<file path="config.mk">
export PLATFORM = sky130hd
export DESIGN_NAME = injector_pulse_scheduler_flat
export DESIGN_NICKNAME = d
export VERILOG_FILES = /design/src/hw/rtl/isp_pkg.sv /design/src/hw/rtl/isp_if.sv /design/src/hw/rtl/isp_channel.sv /design/src/hw/rtl/injector_pulse_scheduler.sv /design/src/flat_wrapper.sv
export SDC_FILE = /design/constraint.sdc
export NUM_CORES = 2
export LEC_CHECK = 0
export BUFFER_PORTS_ARGS = -buffer_cell sky130_fd_sc_hd__buf_2
export CAP_MARGIN = 25
export CORE_MARGIN = 4
export CORE_UTILIZATION = 45
export DETAILED_ROUTE_END_ITERATION = 16
export PLACE_DENSITY = 0.64
export REMOVE_ABC_BUFFERS = 1
export SETUP_SLACK_MARGIN = 0.4
export SYNTH_ARGS = -nofsm -noshare
export SYNTH_HDL_FRONTEND = slang
export SYNTH_HIERARCHICAL = 1
export SYNTH_SLANG_ARGS = --single-unit
</file>
<file path="constraint.sdc">
create_clock -name clock -period 7.45 [get_ports clock]
set_clock_uncertainty 0.2 [all_clocks]
set_input_delay 1.49 -clock clock [delete_from_list [all_inputs] [get_ports clock]]
set_output_delay 1.49 -clock clock [all_outputs]
set_load 0.01 [all_outputs]
</file>
<file path="src/hw/rtl/isp_pkg.sv">
`default_nettype none

package isp_pkg;

   // Field widths of the request and response beats
   localparam int OP_W      = 3;
   localparam int CH_W      = 3;
   localparam int TMO_W     = 24;
   localparam int DUR_W     = 18;
   localparam int SHIFT_W   = 3;
   localparam int BITMAP_W  = 8;
   localparam int MODE_W    = 2;
   localparam int CNT_OUT_W = 16;

   // Defaults for the top-level parameters
   localparam int CHANNELS_DEF     = 8;
   localparam int COUNTER_BITS_DEF = 16;

   // Operation codes
   localparam logic [OP_W-1:0] OP_TICK     = 3'd0;
   localparam logic [OP_W-1:0] OP_ARM      = 3'd1;
   localparam logic [OP_W-1:0] OP_ARM_NEXT = 3'd2;
   localparam logic [OP_W-1:0] OP_CANCEL   = 3'd3;
   localparam logic [OP_W-1:0] OP_CLEAR    = 3'd4;

   // Channel modes
   localparam logic [MODE_W-1:0] MODE_OFF     = 2'd0;
   localparam logic [MODE_W-1:0] MODE_PENDING = 2'd1;
   localparam logic [MODE_W-1:0] MODE_RUNNING = 2'd2;

   // Configuration registers
   localparam int CSR_IDX_W  = 1;
   localparam int CSR_DATA_W = 24;
   localparam logic [CSR_IDX_W-1:0] CSR_SHIFT   = 1'd0;
   localparam logic [CSR_IDX_W-1:0] CSR_MAX_TMO = 1'd1;
   localparam logic [SHIFT_W-1:0]   SHIFT_RST   = 3'd2;
   localparam logic [TMO_W-1:0]     MAX_TMO_RST = 24'd262140;

   typedef struct packed {
      logic [OP_W-1:0]  operation;
      logic [CH_W-1:0]  channel;
      logic [TMO_W-1:0] timeout_us;
      logic [DUR_W-1:0] duration_us;
   } req_type;

   typedef struct packed {
      logic [BITMAP_W-1:0]  pulses_active;
      logic [BITMAP_W-1:0]  pulse_starts;
      logic [BITMAP_W-1:0]  pulse_ends;
      logic [MODE_W-1:0]    channel_state;
      logic                 channel_queued;
      logic [CNT_OUT_W-1:0] counter_now;
   } rsp_type;

   // Per-channel strobes, already qualified by the stage advance
   typedef struct packed {
      logic tick;
      logic arm;
      logic arm_next;
      logic cancel;
      logic clear;
   } chan_cmd_type;

   // Per-channel status after the item
   typedef struct packed {
      logic [MODE_W-1:0] mode;
      logic              queued;
      logic              started;
      logic              ended;
   } chan_stat_type;

endpackage

`default_nettype wire

</file>
<file path="src/hw/rtl/isp_if.sv">
`default_nettype none

interface isp_req_if;
   import isp_pkg::*;
   logic    valid;
   logic    ready;
   req_type data;
   modport source (output valid, output data, input ready);
   modport sink   (input valid, input data, output ready);
endinterface

interface isp_rsp_if;
   import isp_pkg::*;
   logic    valid;
   logic    ready;
   rsp_type data;
   modport source (output valid, output data, input ready);
   modport sink   (input valid, input data, output ready);
endinterface

`default_nettype wire

</file>
<file path="src/hw/rtl/isp_channel.sv">
`default_nettype none

module isp_channel #(
   parameter int COUNTER_BITS = isp_pkg::COUNTER_BITS_DEF
) (
   input  wire logic                        clock,
   input  wire logic                        reset,
   input  wire isp_pkg::chan_cmd_type       cmd,
   input  wire logic [isp_pkg::SHIFT_W-1:0] shift,
   input  wire logic [COUNTER_BITS-1:0]     counter_next,
   input  wire logic [COUNTER_BITS-1:0]     arm_target,
   input  wire logic [COUNTER_BITS-1:0]     queue_target,
   input  wire logic [isp_pkg::DUR_W-1:0]   duration_us,
   output isp_pkg::chan_stat_type           status
);
   import isp_pkg::*;

   localparam int WIDE_W = (COUNTER_BITS > DUR_W) ? COUNTER_BITS : DUR_W;

   logic [MODE_W-1:0]       mode_ff, mode_in;
   logic                    enabled_ff, enabled_in;
   logic                    queued_ff, queued_in;
   logic [COUNTER_BITS-1:0] compare_ff, compare_in;
   logic [COUNTER_BITS-1:0] qstart_ff, qstart_in;
   logic [DUR_W-1:0]        width_ff, width_in;
   logic [WIDE_W-1:0]       width_ticks;
   logic                    started, ended;

   assign width_ticks = WIDE_W'(width_ff) >> shift;

   always_comb begin
      mode_in    = mode_ff;
      enabled_in = enabled_ff;
      queued_in  = queued_ff;
      compare_in = compare_ff;
      qstart_in  = qstart_ff;
      width_in   = width_ff;
      started    = 1'b0;
      ended      = 1'b0;
      if (cmd.tick) begin
         if (enabled_ff && (compare_ff == counter_next)) begin
            case (mode_ff)
               MODE_PENDING: begin
                  mode_in    = MODE_RUNNING;
                  compare_in = counter_next + width_ticks[COUNTER_BITS-1:0];
                  started    = 1'b1;
               end
               MODE_RUNNING: begin
                  ended = 1'b1;
                  if (queued_ff) begin
                     // load the queued schedule
                     compare_in = qstart_ff;
                     mode_in    = MODE_PENDING;
                     queued_in  = 1'b0;
                  end else begin
                     mode_in    = MODE_OFF;
                     enabled_in = 1'b0;
                  end
               end
               default: begin
                  mode_in    = MODE_OFF;
                  enabled_in = 1'b0;
               end
            endcase
         end
      end else if (cmd.arm) begin
         width_in   = duration_us;
         compare_in = arm_target;
         mode_in    = MODE_PENDING;
         enabled_in = 1'b1;
      end else if (cmd.arm_next) begin
         qstart_in = queue_target;
         queued_in = 1'b1;
      end else if (cmd.cancel) begin
         if (mode_ff == MODE_PENDING) begin
            mode_in = MODE_OFF;
         end
      end else if (cmd.clear) begin
         mode_in    = MODE_OFF;
         enabled_in = 1'b0;
      end
   end

   always_ff @(posedge clock) begin
      if (reset) begin
         mode_ff    <= MODE_OFF;
         enabled_ff <= 1'b0;
         queued_ff  <= 1'b0;
      end else begin
         mode_ff    <= mode_in;
         enabled_ff <= enabled_in;
         queued_ff  <= queued_in;
      end
   end

   always_ff @(posedge clock) begin
      compare_ff <= compare_in;
      qstart_ff  <= qstart_in;
      width_ff   <= width_in;
   end

   assign status.mode    = mode_in;
   assign status.queued  = queued_in;
   assign status.started = started;
   assign status.ended   = ended;

endmodule

`default_nettype wire

</file>
<file path="src/hw/rtl/injector_pulse_scheduler.sv">
// Channel    Dir  Beat                                        Accepted when
// req_chan   in   operation, channel, timeout_us, duration_us valid && ready
// rsp_chan   out  bitmaps, channel_state/queued, counter_now  valid && ready
// csr_*      in   csr_index, csr_wdata                        csr_we
//
// One beat per clock while the response is not stalled: a request beat lands in the
// input register, and as it advances all channels compare and update in parallel
// into the result register, from which the response is driven. The per-channel
// add-and-compare sets the cycle time. Reset clears the counter, every channel,
// queue flags and both valids; configuration returns to shift 2, max timeout 262140.
// A stalled response holds the result register; one more beat fills the input
// register, then ready stays low until the result leaves.
`default_nettype none

module injector_pulse_scheduler #(
   parameter int CHANNELS     = isp_pkg::CHANNELS_DEF,
   parameter int COUNTER_BITS = isp_pkg::COUNTER_BITS_DEF
) (
   input  wire logic                           clock,
   input  wire logic                           reset,
   isp_req_if.sink                             req_chan,
   isp_rsp_if.source                           rsp_chan,
   input  wire logic                           csr_we,
   input  wire logic [isp_pkg::CSR_IDX_W-1:0]  csr_index,
   input  wire logic [isp_pkg::CSR_DATA_W-1:0] csr_wdata
);
   import isp_pkg::*;

   localparam int WIDE_W = (COUNTER_BITS > TMO_W) ? COUNTER_BITS : TMO_W;

   // configuration
   logic [SHIFT_W-1:0] shift_ff, shift_in;
   logic [TMO_W-1:0]   max_tmo_ff, max_tmo_in;

   // input register and result register
   logic    s1_valid_ff, s1_valid_in;
   req_type s1_ff, s1_in;
   logic    rsp_valid_ff, rsp_valid_in;
   rsp_type rsp_ff, rsp_in;

   logic [COUNTER_BITS-1:0] counter_ff, counter_in;
   logic [COUNTER_BITS-1:0] counter_next;

   logic req_take, advance, chan_ok, is_tick;
   logic [TMO_W-1:0]        tmo_clamped;
   logic [WIDE_W-1:0]       arm_ticks, queue_ticks;
   logic [COUNTER_BITS-1:0] arm_target, queue_target;

   chan_cmd_type  cmd    [CHANNELS];
   chan_stat_type status [CHANNELS];

   logic [BITMAP_W-1:0] active_map, start_map, end_map;
   logic [MODE_W-1:0]   sel_mode;
   logic                sel_queued;

   // ---------------------------------------------------------------------
   // Handshake: advance the input register whenever the result register
   // is free or its beat leaves this cycle
   // ---------------------------------------------------------------------
   assign advance        = s1_valid_ff && (!rsp_valid_ff || rsp_chan.ready);
   assign req_chan.ready = !s1_valid_ff || advance;
   assign req_take       = req_chan.valid && req_chan.ready;

   always_comb begin
      s1_valid_in = s1_valid_ff;
      s1_in       = s1_ff;
      if (req_take) begin
         s1_valid_in = 1'b1;
         s1_in       = req_chan.data;
      end else if (advance) begin
         s1_valid_in = 1'b0;
      end
   end

   // ---------------------------------------------------------------------
   // Configuration writes
   // ---------------------------------------------------------------------
   always_comb begin
      shift_in   = shift_ff;
      max_tmo_in = max_tmo_ff;
      if (csr_we) begin
         case (csr_index)
            CSR_SHIFT:   shift_in   = csr_wdata[SHIFT_W-1:0];
            CSR_MAX_TMO: max_tmo_in = csr_wdata[TMO_W-1:0];
            default: ;
         endcase
      end
   end

   // ---------------------------------------------------------------------
   // Shared arithmetic: counter step, timeout clamp and tick conversion
   // ---------------------------------------------------------------------
   assign is_tick      = (s1_ff.operation == OP_TICK);
   assign chan_ok      = int'(s1_ff.channel) < CHANNELS;
   assign counter_next = counter_ff + COUNTER_BITS'(1);
   assign counter_in   = (advance && is_tick) ? counter_next : counter_ff;

   // a timeout beyond the limit becomes limit minus one, wrapping in 24 bits
   assign tmo_clamped  = (s1_ff.timeout_us > max_tmo_ff) ? (max_tmo_ff - TMO_W'(1))
                                                        : s1_ff.timeout_us;
   assign arm_ticks    = WIDE_W'(tmo_clamped) >> shift_ff;
   assign queue_ticks  = WIDE_W'(s1_ff.timeout_us) >> shift_ff;
   assign arm_target   = counter_ff + arm_ticks[COUNTER_BITS-1:0];
   assign queue_target = counter_ff + queue_ticks[COUNTER_BITS-1:0];

   // ---------------------------------------------------------------------
   // Channel cells: broadcast the tick and decode the addressed operation into strobes
   // ---------------------------------------------------------------------
   for (genvar i = 0; i < CHANNELS; i++) begin : g_chan
      logic hit;
      assign hit = advance && chan_ok && (int'(s1_ff.channel) == i);

      assign cmd[i].tick     = advance && is_tick;
      assign cmd[i].arm      = hit && (s1_ff.operation == OP_ARM);
      assign cmd[i].arm_next = hit && (s1_ff.operation == OP_ARM_NEXT);
      assign cmd[i].cancel   = hit && (s1_ff.operation == OP_CANCEL);
      assign cmd[i].clear    = hit && (s1_ff.operation == OP_CLEAR);

      isp_channel #(
         .COUNTER_BITS (COUNTER_BITS)
      ) u_channel (
         .clock        (clock),
         .reset        (reset),
         .cmd          (cmd[i]),
         .shift        (shift_ff),
         .counter_next (counter_next),
         .arm_target   (arm_target),
         .queue_target (queue_target),
         .duration_us  (s1_ff.duration_us),
         .status       (status[i])
      );
   end

   // bitmaps carry only the first eight channels
   for (genvar j = 0; j < BITMAP_W; j++) begin : g_map
      if (j < CHANNELS) begin : g_live
         assign active_map[j] = (status[j].mode == MODE_RUNNING);
         assign start_map[j]  = status[j].started;
         assign end_map[j]    = status[j].ended;
      end else begin : g_none
         assign active_map[j] = 1'b0;
         assign start_map[j]  = 1'b0;
         assign end_map[j]    = 1'b0;
      end
   end

   // addressed channel status; an absent channel reads as off, not queued
   always_comb begin
      sel_mode   = MODE_OFF;
      sel_queued = 1'b0;
      for (int k = 0; k < CHANNELS; k++) begin
         if (int'(s1_ff.channel) == k) begin
            sel_mode   = status[k].mode;
            sel_queued = status[k].queued;
         end
      end
   end

   // ---------------------------------------------------------------------
   // Result register
   // ---------------------------------------------------------------------
   always_comb begin
      rsp_valid_in = rsp_valid_ff;
      rsp_in       = rsp_ff;
      if (advance) begin
         rsp_valid_in          = 1'b1;
         rsp_in.pulses_active  = active_map;
         rsp_in.pulse_starts   = start_map;
         rsp_in.pulse_ends     = end_map;
         rsp_in.channel_state  = sel_mode;
         rsp_in.channel_queued = sel_queued;
         rsp_in.counter_now    = CNT_OUT_W'(counter_in);
      end else if (rsp_chan.ready) begin
         rsp_valid_in = 1'b0;
      end
   end

   assign rsp_chan.valid = rsp_valid_ff;
   assign rsp_chan.data  = rsp_ff;

   always_ff @(posedge clock) begin
      if (reset) begin
         s1_valid_ff  <= 1'b0;
         rsp_valid_ff <= 1'b0;
         counter_ff   <= '0;
         shift_ff     <= SHIFT_RST;
         max_tmo_ff   <= MAX_TMO_RST;
      end else begin
         s1_valid_ff  <= s1_valid_in;
         rsp_valid_ff <= rsp_valid_in;
         counter_ff   <= counter_in;
         shift_ff     <= shift_in;
         max_tmo_ff   <= max_tmo_in;
      end
   end

   always_ff @(posedge clock) begin
      s1_ff  <= s1_in;
      rsp_ff <= rsp_in;
   end

   // ---------------------------------------------------------------------
   // Checks
   // ---------------------------------------------------------------------
   a_tick_steps_counter: assert property (@(posedge clock) disable iff (reset)
      (advance && is_tick) |=> (counter_ff == $past(counter_next)))
      else $error("tick did not step the counter by one");

   a_counter_holds: assert property (@(posedge clock) disable iff (reset)
      !(advance && is_tick) |=> $stable(counter_ff))
      else $error("counter moved without a tick");

   a_no_edges_off_tick: assert property (@(posedge clock) disable iff (reset)
      (advance && !is_tick) |=> (rsp_ff.pulse_starts == '0 && rsp_ff.pulse_ends == '0))
      else $error("pulse edge reported on a non-tick beat");

   a_start_is_active: assert property (@(posedge clock) disable iff (reset)
      rsp_valid_ff |-> ((rsp_ff.pulse_starts & ~rsp_ff.pulses_active) == '0))
      else $error("started channel not running");

   a_end_not_active: assert property (@(posedge clock) disable iff (reset)
      rsp_valid_ff |-> ((rsp_ff.pulse_ends & rsp_ff.pulses_active) == '0))
      else $error("ended channel still running");

endmodule

`default_nettype wire
</file>
<file path="src/flat_wrapper.sv">
// flat-port wrapper written by rule: the top's interface ports become plain ports
module injector_pulse_scheduler_flat import isp_pkg::*;
#(
   parameter int CHANNELS     = isp_pkg::CHANNELS_DEF,
   parameter int COUNTER_BITS = isp_pkg::COUNTER_BITS_DEF
)
  (clock, reset, csr_we, csr_index, csr_wdata, req_chan_valid, req_chan_data, req_chan_ready, rsp_chan_valid, rsp_chan_data, rsp_chan_ready);
  isp_req_if req_chan_i ();
  isp_rsp_if rsp_chan_i ();
  input  wire logic clock;
  input  wire logic reset;
  input  wire logic csr_we;
  input  wire logic [isp_pkg::CSR_IDX_W-1:0] csr_index;
  input  wire logic [isp_pkg::CSR_DATA_W-1:0] csr_wdata;
  input wire logic [$bits(req_chan_i.valid)-1:0] req_chan_valid;
  input wire logic [$bits(req_chan_i.data)-1:0] req_chan_data;
  output wire logic [$bits(req_chan_i.ready)-1:0] req_chan_ready;
  output wire logic [$bits(rsp_chan_i.valid)-1:0] rsp_chan_valid;
  output wire logic [$bits(rsp_chan_i.data)-1:0] rsp_chan_data;
  input wire logic [$bits(rsp_chan_i.ready)-1:0] rsp_chan_ready;
  assign req_chan_i.valid = req_chan_valid;
  assign req_chan_i.data = req_chan_data;
  assign req_chan_ready = req_chan_i.ready;
  assign rsp_chan_valid = rsp_chan_i.valid;
  assign rsp_chan_data = rsp_chan_i.data;
  assign rsp_chan_i.ready = rsp_chan_ready;
  injector_pulse_scheduler #(.CHANNELS(CHANNELS), .COUNTER_BITS(COUNTER_BITS)) u_core (.clock(clock), .reset(reset), .req_chan(req_chan_i), .rsp_chan(rsp_chan_i), .csr_we(csr_we), .csr_index(csr_index), .csr_wdata(csr_wdata));
endmodule
</file>
* Word level (Yosys, flattened, before mapping)
Cells that the tools add are included.
** Storage, ports and cells
- Bits in registers :: 568
- Latch bits :: 0
- Memory bits (writable) :: 0
- Memory bits (read-only) :: 0
- Input bits :: 78
- Output and inout bits :: 45
- Word-level logic and storage cells :: 580
- Memories kept :: 0
** Cells by class
- Add/sub/neg operators :: 12
- Multiply operators :: 0
- Div/mod/pow operators :: 0
- $lt $le $gt $ge :: 1
- Equality and inequality tests :: 99
- Shift operators :: 10
- Multiplexer cells :: 254
- Bitwise logic cells :: 10
- Reductions and logical operators :: 117
** Operators with widths (number)
- $mux 16 :: 33
- $pmux 16 s2 :: 8
- $add 16x16->16 :: 10
- $shr 18x3->16 :: 8
- $mux 1 :: 132
- $eq 16x16->1 :: 8
- $mux 2 :: 64
- $ne 3x3->1 const B :: 24
- $logic_and 1x1->1 :: 51
- $reduce_and 6->1 :: 8
- $shr 24x3->16 :: 2
- $ne 3x2->1 const B :: 14
- $reduce_and 2->1 :: 18
- $eq 2x2->1 const B :: 16
- $ne 2x2->1 const B :: 16
- $pmux 2 s2 :: 8
- $reduce_and 4->1 :: 8
- $gt 24x24->1 :: 1
- $mux 24 :: 1
- $reduce_and 3->1 :: 8
- $reduce_bool 3->1 :: 8
- $sub 24x1->24 const B :: 1
- $reduce_bool 2->1 :: 10
- $add 16x1->16 const B :: 1
- 10 further kinds :: 45

* Longest topological paths before layout
- Depth after elaboration :: 18
- Depth in mapped cells :: 27
- Depth with buffers taken out :: 25

* Cells and area by module
Netlist, hierarchy kept.
** Modules (own cells, without submodules)
- isp_channel (u_core.g_chan[1].u_channel ...) :: times used 7, cells an instance 339, area an instance 3515.9 sq um, seq. area each 1581.5 sq um
- injector_pulse_scheduler :: times used 1, cells an instance 899, area an instance 9028.7 sq um, seq. area each 3633.5 sq um
- isp_channel (u_core.g_chan[0].u_channel) :: times used 1, cells an instance 350, area an instance 3626.0 sq um, seq. area each 1581.5 sq um

* Least setup slack after synthesis
Ideal clock, no wire load.
- Path type :: register to register
- Start :: reg u_core.max_tmo_ff[21]
- End :: reg u_core.g_chan[1].u_channel.compare_ff[14] (data pin)
- Setup time :: 0.261 ns
- Arrival time :: 5.936 ns
- Data required time :: 6.989 ns
- Slack :: 1.053 ns
- Stages on the path, launching flop included :: 25
- Buffers on the path :: 1
- Period minus slack after synthesis :: 6.397 ns
- Cells stage by stage :: dfxtp_1 -> inv_1 -> ha_1 -> nand4_1 -> nor4_2 -> o31ai_1 -> a22oi_2 -> clkbuf_1 -> mux2i_1 -> mux2i_1 -> a211oi_1 -> a21oi_1 -> ha_1 -> fa_1 -> a21o_1 -> a21oi_1 -> o21bai_1 -> a21oi_1 -> o21ai_1 -> a211o_1 -> a2111oi_0 -> nor3_1 -> nand3b_1 -> nor2b_1 -> a311o_1
** Between the ends
- Longest elaborated chain between the ends :: 6
- Elaborated cells between the ends (all ways) :: 7
- Classes of those cells :: add/sub: 2; order compare: 1; shift: 1; mux: 3
** Ends and longest elaborated chain
- from (decl) :: RTL line injector_pulse_scheduler.sv:33 : logic [TMO_W-1:0] max_tmo_ff, max_tmo_in;
- from (signal assigned) :: RTL line injector_pulse_scheduler.sv:193 : max_tmo_ff <= max_tmo_in;
- $sub 24x1->24 or $gt 24x24->1 (tied branches) :: RTL line injector_pulse_scheduler.sv:99 : assign tmo_clamped = (s1_ff.timeout_us > max_tmo_ff) ? (max_tmo_ff - TMO_W'(1))
- $mux 24 (*) :: RTL line injector_pulse_scheduler.sv:99
- $shr 24x3->16 (*) :: RTL line injector_pulse_scheduler.sv:101 : assign arm_ticks = WIDE_W'(tmo_clamped) >> shift_ff;
- $add 16x16->16 (*) :: RTL line injector_pulse_scheduler.sv:103 : assign arm_target = counter_ff + arm_ticks[COUNTER_BITS-1:0];
- named net u_core.arm_target[14] :: RTL line injector_pulse_scheduler.sv:47 : logic [COUNTER_BITS-1:0] arm_target, queue_target;
- $mux 16 (*) :: RTL line isp_channel.sv:66 : end else if (cmd.arm) begin
- $mux 16 (*) :: RTL line isp_channel.sv:40 : if (cmd.tick) begin
- named net u_core.g_chan[1].u_channel.compare_in[14] :: RTL line isp_channel.sv:23 : logic [COUNTER_BITS-1:0] compare_ff, compare_in;
- to (signal assigned) :: RTL line isp_channel.sv:97 : compare_ff <= compare_in;
- to (decl) :: RTL line isp_channel.sv:23
Mark *: on every way through the listed nets, which the timed path passes. The rest lies on a longest branch. The select of a mux whose other input is x is not followed.
A chain may end at the register's enable or synchronous reset.

* Final worst setup path
Same ends and word-level chain as after synthesis.

==> metrics <==
count of final setup violators=0; RR Startpoint=u_core/max_tmo_ff[21]; Fmax achieved=150 MHz; sequential share of the synthesized area=0.437; CP endpoint=u_core/g_chan[1].u_channel/compare_ff[14]; WP depth=26; outcome=complete, no violations; Mapped Cells=roughly 3.6k; CP max FO=8; reg-to-reg endpoint=u_core/g_chan[1].u_channel/compare_ff[14]; crit path buf inv count=4; delay-heaviest family, CP=compound AO/OA/AOI/OAI gates; Avg Cell Area, Syn=approximately 10 µm²; Cell variety after synth=80; R2R Setup Slk=~800 ps; worst hold slack=271 ps; CP max stage cell=a2111oi_1; met2 wire len=52,200 µm; hold crit path type=flip-flop to flip-flop; maximum buffer depth of the clock tree=3; flops & latches, synth=568; worst setup margin=790 ps; initial antenna violation count=4; top layer in use=met4; M1 WL=roughly 45,000 µm; input/output buffers=about 120; Remaining Overflow, GRT=0; chip width=296 µm; RSZ-0062 raised after global routing=false; TNS Setup=0 ps; WL/cell=~22 µm; most frequent cells in the layout=491 x edfxtp_1, 320 x nand2_1, 304 x nor2_1; core area=between 0.08 and 0.09 mm²; CTS Root Buffer Type=clkbuf_16; EDFF count, synth=between 400 and 500; TritonCTS buffer count=66; CTS clock-pin slew for the worst setup and hold paths=60 ps; CP startpoint kind=flip-flop; Most used DFF post-synth=edfxtp_1; routed vias=approximately 28k; GPL Wtd Cong=0.897; Clock Sink Count=between 500 and 600; area delta synth->final=11.1%; Reg2Reg Depth=26; DRC=0; fin crit share=0.894; Pleak=16.6 nW; final wirelength=between 100,000 and 150,000 µm; Worst Max-Slew Pin Slew=around 1100 ps; Setup CP Type=flip-flop to flip-flop; async set-or-reset flop fraction in the synthesized netlist=0; DR iter-0 viols=around 2.1k; hpwl dp=between 70,000 and 80,000 µm; Max stage delay on crit path=440 ps; largest net degree at the start of global routing=145; DIE AREA=a little under 0.09 mm²; Final Hold Fails=0; Syn. warnings=6; maxcap violations=0; IO Pins=123; Post-Synthesis Cell Area=between 0.03 and 0.04 mm²; CTS tree=yes; Final ANT Viol Nets=0; Crit. Startpoint=u_core/max_tmo_ff[21]; die height=about 300 µm; Rows=105; nets@finish=approximately 4.0k; Place WS=around 370 ps; GRT Total Usage=0.240; Via density=slightly below 6; Slew Viols, Final=0; min cycle time layout=approximately 6700 ps; Worst EP required=around 7600 ps; Worst Path Arrival=between 6000 and 7000 ps; pwr dens=194 mW/mm²; peak supply drop=around 180 µV; CP Capture Type=flip-flop; clk_lat worst skew=roughly 620 ps; fraction of layout cells with a size suffix above 1=0.141; htree depth=3; Slew HR=0.235; Starting Density=0.454; first-pass GRT wire length=between 150,000 and 200,000 µm; wire length on met3=5970 µm; most common cell after layout, fill and taps aside=edfxtp_1; vias in the first global route=approximately 27k; Pre-antenna DRT Iters=5
[flip-flops by register name, indices dropped and copies added, names as in the netlist]
name                                cells
u_core/rsp_chan.data                   43
u_core/g_chan.u_channel/enabled_ff      8
u_core/g_chan.u_channel/mode_ff        16
u_core/rsp_chan.valid                   1
u_core/g_chan.u_channel/compare_ff    128
u_core/s1_valid_ff                      1
u_core/max_tmo_ff                      24
u_core/g_chan.u_channel/qstart_ff     128
u_core/counter_ff                      16
u_core/s1_ff                           48
u_core/shift_ff                         3
u_core/g_chan.u_channel/width_ff      144
u_core/g_chan.u_channel/queued_ff       8
[metrics by stage]
| stage | util | std cells | instance area, µm² | total power [mW] |
|---|---|---|---|---|
| after floorplan | - | 3446 | 36500 | 4.51 |
| after global placement | 0.476 | 4699 | 39100 | 4.84 |
| after detailed placement | 0.477 | 4706 | 39200 | 4.86 |
| after CTS | 0.503 | 4828 | 41300 | 8.08 |
| after global routing | 0.504 | 4834 | 41400 | 8.36 |
| final | 0.504 | 4835 | 41400 | 8.03 |
[Yosys cell counts (39+ instances only)]
cell type  instances  share of area
edfxtp_1         491           0.40
nand2_1          320          0.032
nor2_1           304          0.031
a21oi_1          253          0.034
mux2i_1          217          0.058
ha_1             200          0.067
xnor2_1          163          0.038
o21ai_0          144          0.019
inv_1            136          0.014
nor2b_1          122          0.020
mux2_2           118          0.036
xor2_1           118          0.028
clkbuf_1         106          0.011
a31oi_1           91          0.015
a21o_1            86          0.017
dfxtp_1           77          0.041
nand3_1           51         0.0068
nor3_1            50         0.0067
o21bai_1          41         0.0083
and3_1            39         0.0065
[area by class of cell]
| class | instances | area [µm²] |
|---|---|---|
| Sequential cell | 568 | 16300 |
| Clock inverter | 31 | 349 |
| Clock buffer | 88 | 1740 |
| Multi-Input combinational cell | 2740 | 19900 |
| Timing Repair Buffer | 199 | 1280 |
| Tap cell | 1070 | 1340 |
| Inverter | 138 | 518 |
| Fill cell | 7414 | 40700 |
| Antenna cell | 1 | 2.50 |
[logic make-up after synthesis]
kind of cell | count (synthesis) | share of synthesized area
and+or+nand+nor | 1078 | 0.141
AOI/OAI and AO/OA | 807 | 0.137
DFF | 568 | 0.437
muxes | 362 | 0.110
buffers and inverters | 314 | 0.0350
xor gates and xnor gates | 283 | 0.0669
adders and majority gates | 210 | 0.0725
[power breakdown]
part | internal, mW | switching [mW] | total [mW]
sequential | 3.55 | 0.0668 | 3.62
clock | 1.87 | 1.34 | 3.21
combinational | 0.472 | 0.729 | 1.20
total | 5.89 | 2.14 | 8.03
[worst reg2reg max path, cell delays in order (launching register included)]
cell	delay (ps)
dfxtp_1	390
inv_1	100
ha_1	310
nand4_1	300
nor4_4	410
o31ai_1	130
a22oi_2	290
buf_4	210
mux2i_1	240
mux2i_1	120
mux2i_1	200
a21oi_1	100
ha_1	240
fa_1	410
a21o_1	180
a21oi_1	250
o21bai_1	100
a21oi_1	240
o21ai_1	120
a211o_1	330
a2111oi_1	440
buf_4	200
nor3_1	50
nand3b_1	170
buf_4	190
nor2b_1	140
a311o_1	340
[per-layer routing]
layer	global-route usage	up-vias
li1	-	13500
met1	0.311	13600
met2	0.417	824
met3	0.0285	194
met4	0.0870	0
met5	0	-
[what timing repair did]
item,CTS,global route
endpoints found under the hold margin,0,0
gates resized for setup,0,5
setup buffers,3,1
pin swaps,1,0
endpoints found under the setup margin,8,16
hold buffers,0,0
cloned,0,0
[worst min path at each step]
| stage | start | endpoint | cells after the start |
|---|---|---|---|
| 2_1_floorplan | u_core/max_tmo_ff[22] | u_core/max_tmo_ff[22] | 2 |
| 3_3_place_gp | u_core/max_tmo_ff[22] | u_core/max_tmo_ff[22] | 2 |
| 3_5_place_dp | u_core/max_tmo_ff[22] | u_core/max_tmo_ff[22] | 2 |
| 4_1_cts | u_core/max_tmo_ff[22] | u_core/max_tmo_ff[22] | 2 |
| 5_1_grt | u_core/max_tmo_ff[22] | u_core/max_tmo_ff[22] | 2 |
| 6_report | u_core/max_tmo_ff[22] | u_core/max_tmo_ff[22] | 2 |
(Power assumes the default switching activity.)
